$ cat src/design/k_weighting_biquad_cascade_macros.svh
// Assertion macros for the K-weighting filter.
// Expects clk and arst_n in the scope of each use.
`ifndef K_WEIGHTING_BIQUAD_CASCADE_MACROS_SVH
`define K_WEIGHTING_BIQUAD_CASCADE_MACROS_SVH

// Consequent must hold in the cycle after the antecedent.
`define KWB_ASSERT_NEXT(name, ante, cons) \
	name: assert property (@(posedge clk) disable iff (!arst_n) (ante) |=> (cons)) \
		else $error("kwb check failed: next-cycle property");

// Consequent must hold in the same cycle as the antecedent.
`define KWB_ASSERT_NOW(name, ante, cons) \
	name: assert property (@(posedge clk) disable iff (!arst_n) (ante) |-> (cons)) \
		else $error("kwb check failed: same-cycle property");

`endif

$ cat src/design/kwb_pkg.sv
// Shared types and constants for the K-weighting filter.
// No dependencies; used by every module of the block.
package kwb_pkg;

	localparam int COEF_BITS    = 32;
	localparam int STATE_BITS   = 56;
	localparam int NUM_REGS     = 8;
	localparam int REG_IDX_BITS = 3;

	typedef enum logic [REG_IDX_BITS-1:0] {
		REG_SHELF_B0,
		REG_SHELF_B1,
		REG_SHELF_B2,
		REG_SHELF_A1,
		REG_SHELF_A2,
		REG_HP_GAIN,
		REG_HP_A1,
		REG_HP_A2
	} reg_idx_t;

	typedef logic signed [COEF_BITS-1:0] coef_word_t;

	typedef struct packed {
		coef_word_t shelf_b0;
		coef_word_t shelf_b1;
		coef_word_t shelf_b2;
		coef_word_t shelf_a1;
		coef_word_t shelf_a2;
		coef_word_t hp_gain;
		coef_word_t hp_a1;
		coef_word_t hp_a2;
	} coef_t;

	localparam coef_word_t RST_SHELF_B0 = 32'sd412081942;
	localparam coef_word_t RST_SHELF_B1 = -32'sd722546694;
	localparam coef_word_t RST_SHELF_B2 = 32'sd321691121;
	localparam coef_word_t RST_SHELF_A1 = -32'sd453832899;
	localparam coef_word_t RST_SHELF_A2 = 32'sd196623811;
	localparam coef_word_t RST_HP_GAIN  = 32'sd267101332;
	localparam coef_word_t RST_HP_A1    = -32'sd534199174;
	localparam coef_word_t RST_HP_A2    = 32'sd265770429;

	typedef logic signed [STATE_BITS-1:0] state_word_t;

	typedef struct packed {
		state_word_t shelf_one;
		state_word_t shelf_two;
		state_word_t hp_one;
		state_word_t hp_two;
	} filt_state_t;

	typedef struct packed {
		logic rd;
		logic wr;
	} mem_ctl_t;

endpackage

$ cat src/design/kwb_ifs.sv
// Valid/ready channel interfaces for sample words and result words.
// No dependencies.
interface kwb_sample_if #(parameter int SAMPLE_BITS = 24);
	logic                          valid;
	logic                          ready;
	logic signed [SAMPLE_BITS-1:0] sample_in;
	logic                          chan;
	logic                          first;

	modport source (output valid, output sample_in, output chan, output first, input ready);
	modport sink (input valid, input sample_in, input chan, input first, output ready);
endinterface

interface kwb_result_if #(parameter int SAMPLE_BITS = 24);
	logic                          valid;
	logic                          ready;
	logic signed [SAMPLE_BITS-1:0] weighted;
	logic                          chan_out;
	logic                          clipped;

	modport source (output valid, output weighted, output chan_out, output clipped, input ready);
	modport sink (input valid, input weighted, input chan_out, input clipped, output ready);
endinterface

$ cat src/design/k_weighting_biquad_cascade.sv
// K-weighting filter: a high-shelf biquad followed by a high-pass biquad, both
// transposed direct form II, with per-channel state kept in a CHANNELS-deep
// state memory (registered read, reset to zero through per-entry valid bits, so
// no clearing pass follows reset). One sample word is in work at a time: read
// the channel state, form the ten products of the two sections on a single
// shared multiplier, write the state back and load the result register once
// the output register is free, then go idle. A finished result waits in the
// output register while the next sample runs. Setting first clears that
// channel's state before filtering. Depends on kwb_pkg, kwb_ifs, the macros.
// Coefficients are signed Q3.28 registers, which the user must write through
// cfg_we/cfg_index/cfg_data while no sample is in work; it is not enforced.
`include "k_weighting_biquad_cascade_macros.svh"

module k_weighting_biquad_cascade #(
	parameter int CHANNELS       = 2,
	parameter int SAMPLE_BITS    = 24,
	parameter int COEF_FRAC_BITS = 28
) (
	input  logic                             clk,
	input  logic                             arst_n,
	kwb_sample_if.sink                       samples,
	kwb_result_if.source                     results,
	input  logic                             cfg_we,
	input  logic [kwb_pkg::REG_IDX_BITS-1:0] cfg_index,
	input  logic [kwb_pkg::COEF_BITS-1:0]    cfg_data
);
	import kwb_pkg::*;

	localparam int AW = (CHANNELS > 1) ? $clog2(CHANNELS) : 1;

	coef_t                         coef;
	mem_ctl_t                      mem_ctl;
	logic [AW-1:0]                 mem_addr;
	filt_state_t                   mem_wdata;
	filt_state_t                   mem_rdata;
	logic                          eng_busy;
	logic                          eng_done;
	logic signed [SAMPLE_BITS-1:0] eng_y;
	logic                          eng_clip;
	logic                          eng_chan;
	logic                          res_free;
	logic                          start;

	logic                          out_vld_q;
	logic signed [SAMPLE_BITS-1:0] weighted_q;
	logic                          chan_q;
	logic                          clip_q;

	kwb_coef_regs u_coef (
		.clk    (clk),
		.arst_n (arst_n),
		.we     (cfg_we),
		.index  (cfg_index),
		.data   (cfg_data),
		.coef   (coef)
	);

	kwb_state_mem #(.CHANNELS(CHANNELS)) u_mem (
		.clk    (clk),
		.arst_n (arst_n),
		.ctl    (mem_ctl),
		.addr   (mem_addr),
		.wdata  (mem_wdata),
		.rdata  (mem_rdata)
	);

	kwb_engine #(
		.CHANNELS       (CHANNELS),
		.SAMPLE_BITS    (SAMPLE_BITS),
		.COEF_FRAC_BITS (COEF_FRAC_BITS)
	) u_engine (
		.clk       (clk),
		.arst_n    (arst_n),
		.coef      (coef),
		.start     (start),
		.x_in      (samples.sample_in),
		.chan_in   (samples.chan),
		.first_in  (samples.first),
		.res_free  (res_free),
		.busy      (eng_busy),
		.done      (eng_done),
		.y         (eng_y),
		.clip      (eng_clip),
		.chan_out  (eng_chan),
		.mem_ctl   (mem_ctl),
		.mem_addr  (mem_addr),
		.mem_wdata (mem_wdata),
		.mem_rdata (mem_rdata)
	);

	assign samples.ready = !eng_busy;
	assign start         = samples.valid && !eng_busy;
	assign res_free      = !out_vld_q || results.ready;

	always_ff @(posedge clk or negedge arst_n) begin
		if (!arst_n) begin
			out_vld_q <= 1'b0;
		end else if (eng_done) begin
			out_vld_q <= 1'b1;
		end else if (results.ready) begin
			out_vld_q <= 1'b0;
		end
	end

	always_ff @(posedge clk) begin
		if (eng_done) begin
			weighted_q <= eng_y;
			chan_q     <= eng_chan;
			clip_q     <= eng_clip;
		end
	end

	assign results.valid    = out_vld_q;
	assign results.weighted = weighted_q;
	assign results.chan_out = chan_q;
	assign results.clipped  = clip_q;

	`KWB_ASSERT_NEXT(a_one_word_in_work, samples.valid && samples.ready, !samples.ready)
	`KWB_ASSERT_NEXT(a_done_loads_result, eng_done, results.valid)
	`KWB_ASSERT_NOW(a_mem_single_port, mem_ctl.rd, !mem_ctl.wr)
	`KWB_ASSERT_NOW(a_no_result_overwrite, eng_done, !out_vld_q || results.ready)

endmodule

$ cat src/design/kwb_coef_regs.sv
// Coefficient register bank written through the plain configuration port.
// Depends on kwb_pkg.
module kwb_coef_regs (
	input  logic                                clk,
	input  logic                                arst_n,
	input  logic                                we,
	input  logic [kwb_pkg::REG_IDX_BITS-1:0]    index,
	input  logic [kwb_pkg::COEF_BITS-1:0]       data,
	output kwb_pkg::coef_t                      coef
);
	import kwb_pkg::*;

	coef_t coef_q;

	always_ff @(posedge clk or negedge arst_n) begin
		if (!arst_n) begin
			coef_q.shelf_b0 <= RST_SHELF_B0;
			coef_q.shelf_b1 <= RST_SHELF_B1;
			coef_q.shelf_b2 <= RST_SHELF_B2;
			coef_q.shelf_a1 <= RST_SHELF_A1;
			coef_q.shelf_a2 <= RST_SHELF_A2;
			coef_q.hp_gain  <= RST_HP_GAIN;
			coef_q.hp_a1    <= RST_HP_A1;
			coef_q.hp_a2    <= RST_HP_A2;
		end else if (we) begin
			case (reg_idx_t'(index))
				REG_SHELF_B0: coef_q.shelf_b0 <= data;
				REG_SHELF_B1: coef_q.shelf_b1 <= data;
				REG_SHELF_B2: coef_q.shelf_b2 <= data;
				REG_SHELF_A1: coef_q.shelf_a1 <= data;
				REG_SHELF_A2: coef_q.shelf_a2 <= data;
				REG_HP_GAIN:  coef_q.hp_gain  <= data;
				REG_HP_A1:    coef_q.hp_a1    <= data;
				REG_HP_A2:    coef_q.hp_a2    <= data;
				default: begin
				end
			endcase
		end
	end

	assign coef = coef_q;

endmodule

$ cat src/design/kwb_state_mem.sv
// Per-channel filter state memory, registered read, one port.
// Entries never written since reset read as zero. Depends on kwb_pkg.
module kwb_state_mem #(
	parameter  int CHANNELS = 2,
	localparam int AW       = (CHANNELS > 1) ? $clog2(CHANNELS) : 1
) (
	input  logic                  clk,
	input  logic                  arst_n,
	input  kwb_pkg::mem_ctl_t     ctl,
	input  logic [AW-1:0]         addr,
	input  kwb_pkg::filt_state_t  wdata,
	output kwb_pkg::filt_state_t  rdata
);
	import kwb_pkg::*;

	filt_state_t         mem_q [CHANNELS];
	filt_state_t         rdata_q;
	logic [CHANNELS-1:0] vld_q;
	logic                rvld_q;

	always_ff @(posedge clk or negedge arst_n) begin
		if (!arst_n) begin
			vld_q  <= '0;
			rvld_q <= 1'b0;
		end else begin
			if (ctl.wr) begin
				vld_q[addr] <= 1'b1;
			end
			if (ctl.rd) begin
				rvld_q <= vld_q[addr];
			end
		end
	end

	always_ff @(posedge clk) begin
		if (ctl.wr) begin
			mem_q[addr] <= wdata;
		end
		if (ctl.rd) begin
			rdata_q <= mem_q[addr];
		end
	end

	assign rdata = rvld_q ? rdata_q : '0;

endmodule

$ cat src/design/kwb_engine.sv
// Sequencer and shared multiply-accumulate datapath for both biquads.
// Reads channel state, runs ten products, writes state back. Depends on kwb_pkg.
module kwb_engine #(
	parameter  int CHANNELS       = 2,
	parameter  int SAMPLE_BITS    = 24,
	parameter  int COEF_FRAC_BITS = 28,
	localparam int AW             = (CHANNELS > 1) ? $clog2(CHANNELS) : 1
) (
	input  logic                          clk,
	input  logic                          arst_n,
	input  kwb_pkg::coef_t                coef,
	input  logic                          start,
	input  logic signed [SAMPLE_BITS-1:0] x_in,
	input  logic                          chan_in,
	input  logic                          first_in,
	input  logic                          res_free,
	output logic                          busy,
	output logic                          done,
	output logic signed [SAMPLE_BITS-1:0] y,
	output logic                          clip,
	output logic                          chan_out,
	output kwb_pkg::mem_ctl_t             mem_ctl,
	output logic [AW-1:0]                 mem_addr,
	output kwb_pkg::filt_state_t          mem_wdata,
	input  kwb_pkg::filt_state_t          mem_rdata
);
	import kwb_pkg::*;

	localparam int MID_BITS = (SAMPLE_BITS + 4 > 32) ? 32 : SAMPLE_BITS + 4;
	localparam int CW       = COEF_BITS + 2;
	localparam int PW       = CW + MID_BITS;
	localparam int SUMW     = ((PW > STATE_BITS) ? PW : STATE_BITS) + 2;

	localparam logic signed [SUMW-1:0] ST_MAX =
		{{(SUMW-STATE_BITS+1){1'b0}}, {(STATE_BITS-1){1'b1}}};
	localparam logic signed [SUMW-1:0] ST_MIN = ~ST_MAX;
	localparam logic signed [SUMW-1:0] MID_MAX =
		{{(SUMW-MID_BITS+1){1'b0}}, {(MID_BITS-1){1'b1}}};
	localparam logic signed [SUMW-1:0] MID_MIN = ~MID_MAX;
	localparam logic signed [SUMW-1:0] SMP_MAX =
		{{(SUMW-SAMPLE_BITS+1){1'b0}}, {(SAMPLE_BITS-1){1'b1}}};
	localparam logic signed [SUMW-1:0] SMP_MIN = ~SMP_MAX;
	localparam logic signed [SUMW-1:0] RND = SUMW'(1) << (COEF_FRAC_BITS - 1);

	localparam logic [2:0] PH_B0   = 3'd0;
	localparam logic [2:0] PH_B1   = 3'd1;
	localparam logic [2:0] PH_B2   = 3'd2;
	localparam logic [2:0] PH_A1   = 3'd3;
	localparam logic [2:0] PH_A2   = 3'd4;
	localparam logic [2:0] PH_LAST = 3'd5;

	typedef enum logic [1:0] {
		S_IDLE,
		S_READ,
		S_RUN,
		S_DONE
	} st_t;

	function automatic state_word_t sat_st(input logic signed [SUMW-1:0] v);
		if (v > ST_MAX) begin
			return ST_MAX[STATE_BITS-1:0];
		end else if (v < ST_MIN) begin
			return ST_MIN[STATE_BITS-1:0];
		end
		return v[STATE_BITS-1:0];
	endfunction

	function automatic logic signed [SUMW-1:0] rnd_shift(input state_word_t a);
		logic signed [SUMW-1:0] r;
		r = SUMW'(a) + RND;
		return r >>> COEF_FRAC_BITS;
	endfunction

	function automatic logic [AW-1:0] chan_idx(input logic c);
		return (CHANNELS > 1) ? AW'(c) : '0;
	endfunction

	st_t        st_q;
	logic       stg_q;
	logic [2:0] ph_q;
	logic       chan_q;
	logic       first_q;

	logic signed [MID_BITS-1:0] w_q;
	logic signed [MID_BITS-1:0] yw_q;
	logic signed [PW-1:0]       prod_q;
	state_word_t                acc_q;
	state_word_t                t1_q;
	state_word_t                t2_q;
	state_word_t                s1_q;
	state_word_t                s2_q;
	state_word_t                h1_q;
	state_word_t                h2_q;

	logic signed [CW-1:0]       neg2g;
	logic signed [CW-1:0]       mul_c;
	logic signed [MID_BITS-1:0] mul_w;
	state_word_t                prod_st;
	state_word_t                za;
	state_word_t                zb;
	logic signed [SUMW-1:0]     q_rnd;
	logic signed [MID_BITS-1:0] yw_d;
	logic                       take;

	assign take = (st_q == S_IDLE) && start;

	always_ff @(posedge clk or negedge arst_n) begin
		if (!arst_n) begin
			st_q    <= S_IDLE;
			stg_q   <= 1'b0;
			ph_q    <= PH_B0;
			chan_q  <= 1'b0;
			first_q <= 1'b0;
		end else begin
			case (st_q)
				S_IDLE: begin
					if (start) begin
						st_q    <= S_READ;
						chan_q  <= chan_in;
						first_q <= first_in;
					end
				end
				S_READ: begin
					st_q  <= S_RUN;
					stg_q <= 1'b0;
					ph_q  <= PH_B0;
				end
				S_RUN: begin
					if (ph_q == PH_LAST) begin
						ph_q  <= PH_B0;
						stg_q <= ~stg_q;
						if (stg_q) begin
							st_q <= S_DONE;
						end
					end else begin
						ph_q <= ph_q + 3'd1;
					end
				end
				S_DONE: begin
					if (res_free) begin
						st_q <= S_IDLE;
					end
				end
				default: st_q <= S_IDLE;
			endcase
		end
	end

	assign neg2g = CW'(0) - (CW'($signed(coef.hp_gain)) <<< 1);

	always_comb begin
		case (ph_q)
			PH_B0:   mul_c = stg_q ? CW'($signed(coef.hp_gain)) : CW'($signed(coef.shelf_b0));
			PH_B1:   mul_c = stg_q ? neg2g : CW'($signed(coef.shelf_b1));
			PH_B2:   mul_c = stg_q ? CW'($signed(coef.hp_gain)) : CW'($signed(coef.shelf_b2));
			PH_A1:   mul_c = stg_q ? CW'($signed(coef.hp_a1)) : CW'($signed(coef.shelf_a1));
			default: mul_c = stg_q ? CW'($signed(coef.hp_a2)) : CW'($signed(coef.shelf_a2));
		endcase
	end

	assign mul_w   = (ph_q == PH_A1 || ph_q == PH_A2) ? yw_q : w_q;
	assign prod_st = sat_st(SUMW'(prod_q));
	assign za      = stg_q ? h1_q : s1_q;
	assign zb      = stg_q ? h2_q : s2_q;
	assign q_rnd   = rnd_shift(acc_q);

	always_comb begin
		if (q_rnd > MID_MAX) begin
			yw_d = MID_MAX[MID_BITS-1:0];
		end else if (q_rnd < MID_MIN) begin
			yw_d = MID_MIN[MID_BITS-1:0];
		end else begin
			yw_d = q_rnd[MID_BITS-1:0];
		end
	end

	always_ff @(posedge clk) begin
		if (take) begin
			w_q <= MID_BITS'(x_in);
		end
		if (st_q == S_READ) begin
			if (first_q) begin
				{s1_q, s2_q, h1_q, h2_q} <= '0;
			end else begin
				s1_q <= mem_rdata.shelf_one;
				s2_q <= mem_rdata.shelf_two;
				h1_q <= mem_rdata.hp_one;
				h2_q <= mem_rdata.hp_two;
			end
		end
		if (st_q == S_RUN) begin
			prod_q <= mul_c * mul_w;
			case (ph_q)
				PH_B1: acc_q <= sat_st(SUMW'(prod_st) + SUMW'(za));
				PH_B2: begin
					yw_q <= yw_d;
					t1_q <= prod_st;
				end
				PH_A1: t2_q <= prod_st;
				PH_A2: t1_q <= sat_st(SUMW'(t1_q) - SUMW'(prod_st) + SUMW'(zb));
				PH_LAST: begin
					if (stg_q) begin
						h1_q <= t1_q;
						h2_q <= sat_st(SUMW'(t2_q) - SUMW'(prod_st));
					end else begin
						s1_q <= t1_q;
						s2_q <= sat_st(SUMW'(t2_q) - SUMW'(prod_st));
						w_q  <= yw_q;
					end
				end
				default: begin
				end
			endcase
		end
	end

	assign busy     = (st_q != S_IDLE);
	assign done     = (st_q == S_DONE) && res_free;
	assign clip     = (q_rnd > SMP_MAX) || (q_rnd < SMP_MIN);
	assign y        = (q_rnd > SMP_MAX) ? SMP_MAX[SAMPLE_BITS-1:0] :
	                  (q_rnd < SMP_MIN) ? SMP_MIN[SAMPLE_BITS-1:0] : q_rnd[SAMPLE_BITS-1:0];
	assign chan_out = chan_q;

	assign mem_ctl.rd = take;
	assign mem_ctl.wr = done;
	assign mem_addr   = (st_q == S_IDLE) ? chan_idx(chan_in) : chan_idx(chan_q);

	assign mem_wdata.shelf_one = s1_q;
	assign mem_wdata.shelf_two = s2_q;
	assign mem_wdata.hp_one    = h1_q;
	assign mem_wdata.hp_two    = h2_q;

endmodule

$ cat src/flat_wrapper.sv
// flat-port wrapper written by rule: the top's interface ports become plain ports
module k_weighting_biquad_cascade_flat import kwb_pkg::*;
#(
	parameter int CHANNELS       = 2,
	parameter int SAMPLE_BITS    = 24,
	parameter int COEF_FRAC_BITS = 28
)
  (clk, arst_n, cfg_we, cfg_index, cfg_data, samples_valid, samples_sample_in, samples_chan, samples_first, samples_ready, results_valid, results_weighted, results_chan_out, results_clipped, results_ready);
  kwb_sample_if #(.SAMPLE_BITS(SAMPLE_BITS)) samples_i ();
  kwb_result_if #(.SAMPLE_BITS(SAMPLE_BITS)) results_i ();
  input  logic clk;
  input  logic arst_n;
  input  logic cfg_we;
  input  logic [kwb_pkg::REG_IDX_BITS-1:0] cfg_index;
  input  logic [kwb_pkg::COEF_BITS-1:0] cfg_data;
  input wire logic [$bits(samples_i.valid)-1:0] samples_valid;
  input wire logic [$bits(samples_i.sample_in)-1:0] samples_sample_in;
  input wire logic [$bits(samples_i.chan)-1:0] samples_chan;
  input wire logic [$bits(samples_i.first)-1:0] samples_first;
  output wire logic [$bits(samples_i.ready)-1:0] samples_ready;
  output wire logic [$bits(results_i.valid)-1:0] results_valid;
  output wire logic [$bits(results_i.weighted)-1:0] results_weighted;
  output wire logic [$bits(results_i.chan_out)-1:0] results_chan_out;
  output wire logic [$bits(results_i.clipped)-1:0] results_clipped;
  input wire logic [$bits(results_i.ready)-1:0] results_ready;
  assign samples_i.valid = samples_valid;
  assign samples_i.sample_in = samples_sample_in;
  assign samples_i.chan = samples_chan;
  assign samples_i.first = samples_first;
  assign samples_ready = samples_i.ready;
  assign results_valid = results_i.valid;
  assign results_weighted = results_i.weighted;
  assign results_chan_out = results_i.chan_out;
  assign results_clipped = results_i.clipped;
  assign results_i.ready = results_ready;
  k_weighting_biquad_cascade #(.CHANNELS(CHANNELS), .SAMPLE_BITS(SAMPLE_BITS), .COEF_FRAC_BITS(COEF_FRAC_BITS)) u_core (.clk(clk), .arst_n(arst_n), .samples(samples_i), .results(results_i), .cfg_we(cfg_we), .cfg_index(cfg_index), .cfg_data(cfg_data));
endmodule
$ cat config.mk
export PLATFORM = sky130hd
export DESIGN_NAME = k_weighting_biquad_cascade_flat
export DESIGN_NICKNAME = d
export VERILOG_FILES = /design/src/design/kwb_pkg.sv /design/src/design/kwb_ifs.sv /design/src/design/k_weighting_biquad_cascade.sv /design/src/design/kwb_coef_regs.sv /design/src/design/kwb_state_mem.sv /design/src/design/kwb_engine.sv /design/src/flat_wrapper.sv
export VERILOG_INCLUDE_DIRS = /design/src /design/src/design
export SDC_FILE = /design/constraint.sdc
export NUM_CORES = 2
export LEC_CHECK = 0
export ABC_AREA = 1
export BUFFER_PORTS_ARGS = -buffer_cell sky130_fd_sc_hd__clkbuf_2
export CAP_MARGIN = 5
export CORE_AREA = 2 2 597 599
export DETAILED_ROUTE_END_ITERATION = 8
export DIE_AREA = 0 0 599 601
export SLEW_MARGIN = 10
export SYNTH_ARGS = -nofsm -noshare
export SYNTH_HDL_FRONTEND = slang
export SYNTH_SLANG_ARGS = --single-unit
export TNS_END_PERCENT = 10
$ cat constraint.sdc
create_clock -name clk -period 11.99 [get_ports clk]
set_input_delay 1.199 -clock clk [delete_from_list [all_inputs] [get_ports clk]]
set_output_delay 1.199 -clock clk [all_outputs]
set_load 0.02 [all_outputs]
# Yosys cells after proc, flatten, opt, wreduce, memory -nomap -nowiden
# Memory sizes are Yosys's and may differ from the RTL's. A register that Yosys moved wholly into a read port is not among the register bits.
# Index checks and enable logic that the tools add are counted.
dict set report classes {
  addsub 7
  multipliers 1
  n_lt_le_gt_ge 14
  n_eq_ne 19
  n_mux 86
  bitwise 2
  reduce_logical 31
}
# cell n
set op_table {}
lappend op_table {{2-to-1 mux 56 bit} 35}
lappend op_table {{2-to-1 mux 224 bit} 1}
lappend op_table {{2-to-1 mux 34 bit} 5}
lappend op_table {{2-to-1 mux 28 bit} 6}
lappend op_table {{one-hot mux 34 bit (4 select lines)} 1}
lappend op_table {{greater-than comparator 57 x 56 -> 1 bit (second input constant)} 2}
lappend op_table {{less-than comparator 57 x 56 -> 1 bit (second input constant)} 2}
lappend op_table {{subtractor 56 x 56 -> 57 bit} 2}
lappend op_table {{one-hot mux 56 bit (2 select lines)} 1}
lappend op_table {{greater-than comparator 62 x 56 -> 1 bit (second input constant)} 1}
lappend op_table {{less-than comparator 62 x 56 -> 1 bit (second input constant)} 1}
lappend op_table {{multiplier 34 x 28 -> 62 bit} 1}
lappend op_table {{adder 57 x 56 -> 58 bit} 1}
lappend op_table {{greater-than comparator 58 x 56 -> 1 bit (second input constant)} 1}
lappend op_table {{less-than comparator 58 x 56 -> 1 bit (second input constant)} 1}
lappend op_table {{adder 56 x 29 -> 57 bit (second input constant)} 1}
lappend op_table {{adder 56 x 56 -> 57 bit} 1}
lappend op_table {{subtractor 1 x 33 -> 34 bit (first input constant)} 1}
lappend op_table {{greater-than comparator 29 x 24 -> 1 bit (second input constant)} 1}
lappend op_table {{greater-than comparator 29 x 28 -> 1 bit (second input constant)} 1}
lappend op_table {{less-than comparator 29 x 24 -> 1 bit (second input constant)} 1}
lappend op_table {{less-than comparator 29 x 28 -> 1 bit (second input constant)} 1}
lappend op_table {{AND reduction 2 bit} 14}
lappend op_table {{2-to-1 mux 1 bit} 27}
lappend op_table {{other kinds (25)} 51}
dict set report word_totals {
  reg_bits 804
  mem_bits_rw 448
  inputBits 66
  output_inout_bits 28
  mem_count 1
}
# name depth width read_ports rd_clocked_by_memory_dff wr line
set memory_table {}
lappend memory_table {u_core.u_mem.mem_q 2 224 1 1 1 kwb_state_mem.sv:16} ;# filt_state_t mem_q [CHANNELS];

# Longest topological paths before layout
dict set report depth {
  depth_word 15
  ltp_mapped 48
  mapped_depth_nobuf 47
}

# Modules after synthesis
# Synthesis repeated with hierarchy kept, for this count alone.
dict set report hier_totals {
  cells_unflattened 13494
  hier_area_um2 110885.1
}
# mod n_inst cells_per_inst area_per_inst_um2 seq_area_each_um2
set modules_own_cells {}
lappend modules_own_cells {kwb_engine 1 10431 75008.2 12181.7}
lappend modules_own_cells {kwb_state_mem 1 1884 24870.1 20254.4}
lappend modules_own_cells {kwb_coef_regs 1 1145 10169.8 6580.1}
lappend modules_own_cells {k_weighting_biquad_cascade 1 34 837.1 805.8}

# Worst setup path after synthesis
# Ideal clock, no wire load.
dict set report synth_timing {
  path_kind {in2reg}
  from {in samples_chan}
  to {reg u_core.u_mem.vld_q[1]}
  t_arrival_ns 11.799
  required_time_ns 11.864
  path_slack_ns 0.065
  cell_stages 6
  path_buffers 1
  cell_sequence {inv_1 nand2_1 o21ai_0 clkbuf_1 nor2_1 or2_2}
}
dict set report synth_between {
  elab_chain_len 6
}
# item line
set synth_lines {}
lappend synth_lines {{from (decl)} flat_wrapper.sv:18} ;# input wire logic [$bits(samples_i.chan)-1:0] samples_chan;
lappend synth_lines {{2-to-1 mux 1 bit (*)} kwb_engine.sv:226} ;# assign mem_addr = (st_q == S_IDLE) ? chan_idx(chan_in) : chan_idx(chan_q);
lappend synth_lines {{less-than comparator 1 x 2 -> 1 bit (implied by the code) or greater-or-equal comparator 1 bit (tied branches)} kwb_state_mem.sv:27} ;# vld_q[addr] <= 1'b1;
lappend synth_lines {{logical AND 1 bit (implied by the code)} kwb_state_mem.sv:27}
lappend synth_lines {{2-to-1 mux 1 bit (implied by the code)} kwb_state_mem.sv:27}
lappend synth_lines {{demux 1 bit (select 1 bit) (*)} kwb_state_mem.sv:27}
lappend synth_lines {{bitwise OR 2 bit (no source line) (*)} -}
lappend synth_lines {{to (signal assigned)} kwb_state_mem.sv:23} ;# vld_q <= '0;
lappend synth_lines {{to (signal, indexed assignment)} kwb_state_mem.sv:27}
lappend synth_lines {{to (decl)} kwb_state_mem.sv:18} ;# logic [CHANNELS-1:0] vld_q;
# Mark *: on every way between the ends. The rest lies on a longest branch, timed or not.
# A chain may end at the register's enable or synchronous reset.

# Worst setup path after layout
dict set report layout_timing {
  from {reg u_core.u_engine.ph_q[0]}
  to {reg u_core.u_engine.prod_q[57] (data pin)}
}
dict set report layout_between {
  elab_chain_len 4
}
# item line
set layout_lines {}
lappend layout_lines {{from (decl)} kwb_engine.sv:80} ;# logic [2:0] ph_q;
lappend layout_lines {{from (signal assigned)} kwb_engine.sv:136} ;# ph_q <= ph_q + 3'd1;
lappend layout_lines {{parallel branches: the longest is 3 deep, another holds one-hot mux 34 bit (4 select lines)} -}
lappend layout_lines {{multiplier 34 x 28 -> 62 bit (*)} kwb_engine.sv:192} ;# prod_q <= mul_c * mul_w;
lappend layout_lines {{to (signal assigned)} kwb_engine.sv:192}
lappend layout_lines {{to (decl)} kwb_engine.sv:86} ;# logic signed [PW-1:0] prod_q;
# Mark *: on every way between the ends.

==> out/results.tsv <==
stage	metric	value	unit
detailed_routing	wl_met3	24.7	mm
critical_path	cp_slowest_stage_delay	0.93	ns
grt	antenna_found_initial	9	
critical_path	cp_slowest_cell	nor4_1	
detailed_routing	route.detailed.drc	0	
timing	rsz0062_at_grt	false	
synth	seq_area_frac_synth	0.377	
synth	yosys.cell_types.count	75	
floorplan	rows	219	
synth	synthCells	12135	
cts	root_buffer	clkbuf_16	
hold_path	worstHoldPathType	reg2reg	
finish	drive_above_1_share	0.0627	
critical_path	startpoint_type	flip-flop	
detailed_routing	wirelength	341	mm
cts	cts_buffers	157	
cts	clk_latency	0.86	ns
detailed_routing	routed-wl-met2	155	mm
floorplan	core-area	0.354	mm^2
floorplan	start_util	0.298	
critical_path	reg2reg_from	u_core.u_engine.ph_q[0]$_DFFE_PN0P_	
timing	finalSetupTns	0	ns
floorplan	die_y	601	um
floorplan	pin_count	94	
outcome	outcome	completed	
timing	min_period	10.68	ns
detailed_routing	drtPass1Iterations	6	
timing	maxSlewViolCount	0	
timing	slew-limit-headroom	0.130	
cts	cts_buffer_depth	4	
grt	first_global_vias	81771	
synth	postSynthAreaPerCell	8.71	um^2
detailed_routing	drtIter0Drc	7136	
timing	skew	0.0997	ns
detailed_routing	drtAntennaViolNets	0	
grt	grt_max_degree	132	
finish	nets	13584	
timing	setup_viol	0	
critical_path	crit_end	u_core.u_engine.prod_q[57]$_DFFE_PP_	
finish	syn2layout_area_growth	10.7	%
timing	finalHoldViolations	0	
critical_path	regToRegSetupSlack	1.31	ns
timing	worstMarginPinSlew	1.29	ns
detailed_routing	vias	81832	
cts	clk_pin_slew	0.07	ns
synth	synth_edf_count	929	
synth	synth_flop_cell	edfxtp_1	
cts	ctsResizeCount	0	
flow_run	drv_cap	0	
synth	ys_ff_latch	1449	
synth	syn_area	0.106	mm^2
cts	cts_setup_buffers	0	
detailed_routing	wl_per_cell	20.1	um
cts	h-tree-depth	4	
critical_path	cp-startpoint	u_core.u_engine.ph_q[0]$_DFFE_PN0P_	
critical_path	path_class	reg2reg	
place	place.gp.congestion	0.966	
critical_path	rr_worst_depth	31	
floorplan	die_x	599	um
critical_path	worstReg2RegEnd	u_core.u_engine.prod_q[57]$_DFFE_PP_	
place	hpwl	254	mm
critical_path	crit_fanout	20	
critical_path	cp.arrival	11.21	ns
finish	final_util	0.330	
timing	fmax	0.0936	GHz
cts	postCtsHoldBufs	0	
cts	cts_sinks	1449	
critical_path	cp-end-kind	flip-flop	
critical_path	path_common_cell	fa_1	
place	port_buffers	93	
grt	grt_first_pass_wirelength	515	mm
detailed_routing	via_per_inst	4.82	
critical_path	crit_required	12.53	ns
synth	ys_warn_count	0	
grt	grt_use_total	0.188	
synth	synth_fp_nets	13612	
grt	grt-ovfl-total	0	
detailed_routing	drt-met1-wl	149	mm
floorplan	dieArea	0.360	mm^2
cts	cts_tree	done	
timing	finalCritPeriodShare	0.891	
detailed_routing	routed.top_layer	met5	
synth	async_flop_share	0.185	
==> critical path: cells and delay by family (launching register included) <==
kind / cells / cell delay (ns)
flops: 1 / 0.40
simple gates: 10 / 3.68
buf+inv: 8 / 1.30
compound gates: 3 / 0.51
fa+ha+maj: 9 / 4.33
xor+xnor: 1 / 0.13
==> synthesized netlist by cell type, types with 88 or more instances <==
master | number | area, um^2
a21oi_1 | 523 | 2620
a22oi_1 | 88 | 661
a31oi_1 | 103 | 644
clkbuf_1 | 400 | 1500
dfrtp_1 | 129 | 3230
dfstp_2 | 139 | 3650
dfxtp_1 | 252 | 5040
edfxtp_1 | 929 | 27900
fa_1 | 1037 | 20800
ha_1 | 374 | 4680
inv_1 | 2057 | 7720
nand2_1 | 3237 | 12200
nand3_1 | 272 | 1360
nor2_1 | 1071 | 4020
o21ai_0 | 668 | 3340
xor2_1 | 129 | 1130
==> flip-flops by register name (all words and copies together), names as in the netlist, 62 cells and up <==
name                    flops
u_core.u_mem.mem_q        448
u_core.u_engine.prod_q     62
u_core.u_mem.rdata_q      224
u_core.u_coef.coef        256
==> routing by layer <==
layer	vias to the layer above	global-route usage
li1	38195	-
met1	40253	0.259
met2	2859	0.300
met3	523	0.0294
met4	2	0.0614
met5	-	0
==> how the worst min path moves through the flow <==
stage,end,slack [ns],depth (start not counted),from
2_1_floorplan,u_core.u_mem.mem_q[0][0]$_DFFE_PP_,0.43,0,u_core.u_engine.h2_q[0]$_DFF_P_
3_3_place_gp,u_core.u_mem.mem_q[0][136]$_DFFE_PP_,0.43,0,u_core.u_engine.s2_q[24]$_DFF_P_
3_5_place_dp,u_core.u_mem.mem_q[0][126]$_DFFE_PP_,0.44,0,u_core.u_engine.s2_q[14]$_DFF_P_
4_1_cts,u_core.u_mem.rdata_q[170]$_DFFE_PP_,0.42,2,u_core.u_mem.mem_q[1][170]$_DFFE_PP_
5_1_grt,u_core.u_mem.rdata_q[58]$_DFFE_PP_,0.45,2,u_core.u_mem.mem_q[0][58]$_DFFE_PP_
6_report,u_core.u_mem.rdata_q[170]$_DFFE_PP_,0.42,2,u_core.u_mem.mem_q[1][170]$_DFFE_PP_
==> through the flow <==
step | cell area (um^2) | instances | setup WS [ns] | hold slack (ns)
floorplan | 106000 | 12135 | 0.0652 | 0.426
global placement | 112000 | 16699 | 1.55 | 0.431
detailed placement | 112000 | 16699 | 1.51 | 0.437
CTS | 117000 | 16977 | 1.43 | 0.417
global route | 117000 | 16978 | 0.826 | 0.447
finish | 117000 | 16979 | 1.31 | 0.425
==> cells in the final DEF, fill, tap and decap left out, drive strengths merged, types with 139 or more instances in the layout <==
cell / n
edfxtp: 929
inv: 2082
nand3: 277
nor2: 1077
nand2: 3249
ha: 374
clkbuf: 309
dfstp: 139
o21ai: 696
fa: 1037
buf: 200
a21oi: 524
dfxtp: 252
==> area by class of cell <==
type / instances / area [um^2]
timing repair buffer: 292 / 2040
tap: 4751 / 5940
clock buffer: 217 / 4380
clock inverter: 61 / 628
inverter: 2087 / 7880
antenna: 2 / 5.00
sequential: 1449 / 39800
multi-input combinational: 8120 / 56300
fill: 36895 / 237000
==> kinds of logic after synthesis <==
group / count (synthesis) / share of synthesized area
AO/OA/AOI/OAI: 1702 / 0.0924
XOR/XNOR: 198 / 0.0164
adder cells (fa/ha/maj): 1411 / 0.241
buffers and inverters: 2566 / 0.0925
flip-flops: 1449 / 0.377
multiplexers: 19 / 0.00181
AND/OR/NAND/NOR: 4790 / 0.179
Power is left out: the tool's default activity adds up to more than one toggle a clock period on the data nets, which glitch-free logic cannot reach.
